$ cat src/design/ins_sort_pkg.sv
// ---------------------------------------------------------------------------
// ins_sort_pkg
// Shared constants and types for the insertion sorter cell chain.
// ---------------------------------------------------------------------------
`default_nettype none

package ins_sort_pkg;

  localparam int MAX_ITEMS = 64;
  localparam int DATA_W    = 32;
  localparam int CNT_W     = $clog2(MAX_ITEMS + 1);

  // per-cycle command broadcast to every cell
  localparam logic [1:0] CMD_HOLD   = 2'd0;
  localparam logic [1:0] CMD_INSERT = 2'd1;
  localparam logic [1:0] CMD_SHIFT  = 2'd2;

  typedef struct packed {
    logic [1:0]               cmd;
    logic signed [DATA_W-1:0] value;
  } cell_ctrl_t;

endpackage

`default_nettype wire

$ cat src/design/ins_sort_cell.sv
// ---------------------------------------------------------------------------
// ins_sort_cell
// One slot of the sorted chain: compares against the broadcast value and
// takes it at the insertion point, takes its lower neighbor's entry when that
// one moves up, or its upper neighbor's entry while the set drains.
// ---------------------------------------------------------------------------
`default_nettype none

module ins_sort_cell
  import ins_sort_pkg::*;
(
  input  wire logic                     clk,
  input  wire cell_ctrl_t               ctrl,
  input  wire logic                     occupied,
  input  wire logic                     prev_gt,
  input  wire logic signed [DATA_W-1:0] prev_val,
  input  wire logic signed [DATA_W-1:0] next_val,
  output logic                          gt,
  output logic signed [DATA_W-1:0]      val
);

  logic signed [DATA_W-1:0] val_next;

  // strictly greater entries move up, so equal values keep arrival order
  assign gt = occupied && (val > ctrl.value);

  always_comb begin
    val_next = val;
    unique case (ctrl.cmd)
      CMD_INSERT: begin
        if (prev_gt) begin
          val_next = prev_val;
        end else if (gt || !occupied) begin
          val_next = ctrl.value;
        end
      end
      CMD_SHIFT: val_next = next_val;
      default:   val_next = val;
    endcase
  end

  always_ff @(posedge clk) begin
    val <= val_next;
  end

endmodule

`default_nettype wire

$ cat config.mk
export PLATFORM = sky130hd
export DESIGN_NAME = ins_sort_cell
export DESIGN_NICKNAME = d
export VERILOG_FILES = /design/src/design/ins_sort_pkg.sv /design/src/design/ins_sort_cell.sv
export SDC_FILE = /design/constraint.sdc
export NUM_CORES = 1
export LEC_CHECK = 0
export ABC_AREA = 0
export BUFFER_PORTS_ARGS = -buffer_cell sky130_fd_sc_hd__clkbuf_2
export CORE_UTILIZATION = 30
export DETAILED_ROUTE_END_ITERATION = 10
export GPL_TIMING_DRIVEN = 0
export PLACE_DENSITY_LB_ADDON = 0.15
export SYNTH_ARGS = -nofsm -noshare
export SYNTH_HDL_FRONTEND = slang
export SYNTH_SLANG_ARGS = --single-unit
$ cat constraint.sdc
create_clock -name clk -period 3.9 [get_ports clk]
set_clock_uncertainty 0.1 [all_clocks]
set_input_delay 0.195 -clock clk [delete_from_list [all_inputs] [get_ports clk]]
set_output_delay 0.195 -clock clk [all_outputs]
set_load 0.01 [all_outputs]
==> results.ini <==
[clock_network]
postCtsSetupBuffers=0
cts_hold_buf=0
clock_insertion_delay_worst_skew_ps=280
post_cts_resize_count=0
numCtsBuffers=5
clockRootBuffer=sky130_fd_sc_hd__clkbuf_8
tritoncts=done
clock_sinks=32
clock_tree.buffer_depth=2
htree_levels=2
clkSlewWorstSetupHoldPaths_ps=70

[critical_path]
slowest_delay_ps=410
startpoint_type=register
worstPathCellList=ha_1 -> nand4_2 -> nor3_2 -> a21boi_1 -> o41ai_4 -> a31oi_1 -> nand3b_1 -> buf_8 -> buf_16
worst_path_max_delay_cell=sky130_fd_sc_hd__edfxtp_1
cpLargestDelayFamily=compound AO/OA/AOI/OAI gates
crit_buf_inv=2
worstPathMaxFanout=17
end_kind=register
criticalPathCategory=reg2reg
worstPathRequired_ps=3790
data_arrival_critical_path_ps=2680

[timing]
relSlewSlack=0.649
timing.final.setup_violations=0
worst-slew-pin-transition_ps=527
holdWs_ps=86.0
rsz_0062_raised_after_global_routing=no
worst_setup_slack_after_layout_ps=1110
timing.final.crit_period_ps=2790
drv_slew=0
achievable_clock_frequency_mhz=358
finalCritPeriodShare=0.716
report.final.hold_viol_count=0

[routing]
route.antenna.remaining_nets=0
drc_errors=0
drt-vias-per-instance=4.64
route.detailed.wl_per_inst_microns=13.2
totalWireLength_microns=6790
num_vias=2383
firstDrtPassIters=4
first_iter_violations=75

[synthesis]
syn-instance-count=267
post-synth-top-area-cell=sky130_fd_sc_hd__edfxtp_1
synth_sequential_area_ratio=0.377
synth_enable_flop_cells=32
yosys.cell_types.count=33
synth_top_cells_by_area=sky130_fd_sc_hd__edfxtp_1 (38%), sky130_fd_sc_hd__ha_1 (16%), sky130_fd_sc_hd__mux2i_1 (13%)
asyncSetResetFlopFracSynth=0
syn-num-nets=400
yosys_register_bits=32
netlist.area_leader.share=0.377
ys_dominant_reg_cell=sky130_fd_sc_hd__edfxtp_1
synth.cell_area_sq_um=2550
yosys_warnings=0
postSynthAreaPerCell_sq_um=9.55

[layout]
largestRegisters=val (32)
areaGrowthSynthToFinish_pct=36.9
antenna-diode-count=0
largest-register=val
largest_register_ff_count=32
n_fill_cell=859
post_route_cells_drive_above_1_share=0.372
nNetsFinal=541

[pwr]
power_density_nw_per_um2=320
p_leak_nw=1.79
p_total_mw=1.12
peakVddDrop_mv=0.138

[floorplanning]
io-pin-count=134
initial_utilization=0.310
design.core.area_sq_um=8220
fp.dieArea_sq_um=8870
dieWidth_microns=94.2
placement_rows=33
die_y_microns=94.2

[min_path]
hold_path_class=in2reg

[place]
place.gp.congestion=0.752
buffer_ports.inserted=132
post-dp-hpwl_microns=5560
placement.setup.worst_slack_ps=1060

[grt]
antenna_found_initial=0
grt_first_pass_wirelength_microns=10300
grt_max_degree=18
grt_usage=0.154
grt-ovfl-total=0
grt_pass1_vias=2220

[status]
run_status=complete, no violations

[job]
drv.max_cap_violation_count=0

==> power by group <==
| group | switching, mW | leakage [nW] | internal, mW | total, mW |
|---|---|---|---|---|
| Combinational | 0.182 | 1.42 | 0.157 | 0.339 |
| Sequential | 0.0233 | 0.314 | 0.436 | 0.459 |
| Clock | 0.130 | 0.0552 | 0.190 | 0.319 |
| Total | 0.335 | 1.79 | 0.783 | 1.12 |
==> metrics by stage <==
stage	cells	utilization	area (sq um)	setup TNS, ps
5_1_grt	514	0.425	3490	0
6_report	514	0.425	3490	0
3_5_place_dp	506	0.412	3380	0
2_1_floorplan	267	-	2550	0
4_1_cts	514	0.425	3490	0
3_3_place_gp	504	0.407	3340	-870
==> metal layers <==
metal | track usage | vias to the layer above | wire (microns)
met5 | 0 | - | 0
met4 | 0.0385 | 0 | 59
met3 | 0.0340 | 4 | 366
met2 | 0.268 | 81 | 3330
met1 | 0.190 | 1066 | 3040
li1 | - | 1232 | -
==> placed cells by master (no fill, tap or decap), types with 2 or more instances in the layout <==
master / instances
sky130_fd_sc_hd__clkbuf_2: 132
sky130_fd_sc_hd__nand2_1: 37
sky130_fd_sc_hd__inv_1: 36
sky130_fd_sc_hd__mux2i_1: 33
sky130_fd_sc_hd__o21ai_0: 33
sky130_fd_sc_hd__ha_1: 32
sky130_fd_sc_hd__edfxtp_1: 32
sky130_fd_sc_hd__a21oi_1: 11
sky130_fd_sc_hd__clkbuf_1: 9
sky130_fd_sc_hd__nand4_1: 6
sky130_fd_sc_hd__clkbuf_8: 5
sky130_fd_sc_hd__nor2_1: 4
sky130_fd_sc_hd__nor2b_1: 3
sky130_fd_sc_hd__buf_2: 3
sky130_fd_sc_hd__nand2b_1: 3
sky130_fd_sc_hd__a211oi_1: 3
sky130_fd_sc_hd__nand3_1: 3
sky130_fd_sc_hd__a31oi_1: 2
sky130_fd_sc_hd__o21ai_1: 2
==> worst register-to-register path, delay by kind of cell, from the launching register on <==
family	cells	cell delay, ps
flip-flops	1	410
adder cells (fa/ha/maj)	1	330
buffers and inverters	2	370
AO/OA/AOI/OAI	3	650
AND/OR/NAND/NOR	3	640
==> cells in the mapped netlist, drive strengths merged, types with 2 or more instances <==
cell type and instances:
nand2 37, inv 36, o21ai 35, mux2i 33, edfxtp 32, ha 32
a21oi 12, clkbuf 8, nand4 7, nand3 4, nor2 4, a211oi 3
buf 3, nand2b 3, nor2b 3, a21boi 2, a31oi 2
==> area by class of cell <==
cell class                 count  area, sq um  area share
timing repair buffer         134          703       0.201
sequential                    32          961       0.275
tap                          105          131      0.0376
clock inverter                 2         35.0      0.0100
multi-input combinational    188         1410       0.403
buffer                        11         45.0      0.0129
inverter                      36          135      0.0387
clock buffer                   6         72.6      0.0208
==> cells by family after synthesis <==
group	share of synthesized area
simple gates	0.128
compound gates	0.138
buf+inv	0.0707
mux	0.130
fa+ha+maj	0.157
flops	0.377
==> final timing paths <==
| check | from | to | slack, ps | depth (start not counted) |
|---|---|---|---|---|
| worst min register to register | val[31] | val[2] | 1050 | 5 |
| worst max-delay path | val[13] | val[22] | 1110 | 9 |
| worst min-delay path | next_val[18] | val[18] | 90 | 3 |
| worst max register to register | val[13] | val[22] | 1110 | 9 |
(Power assumes the default switching activity.)
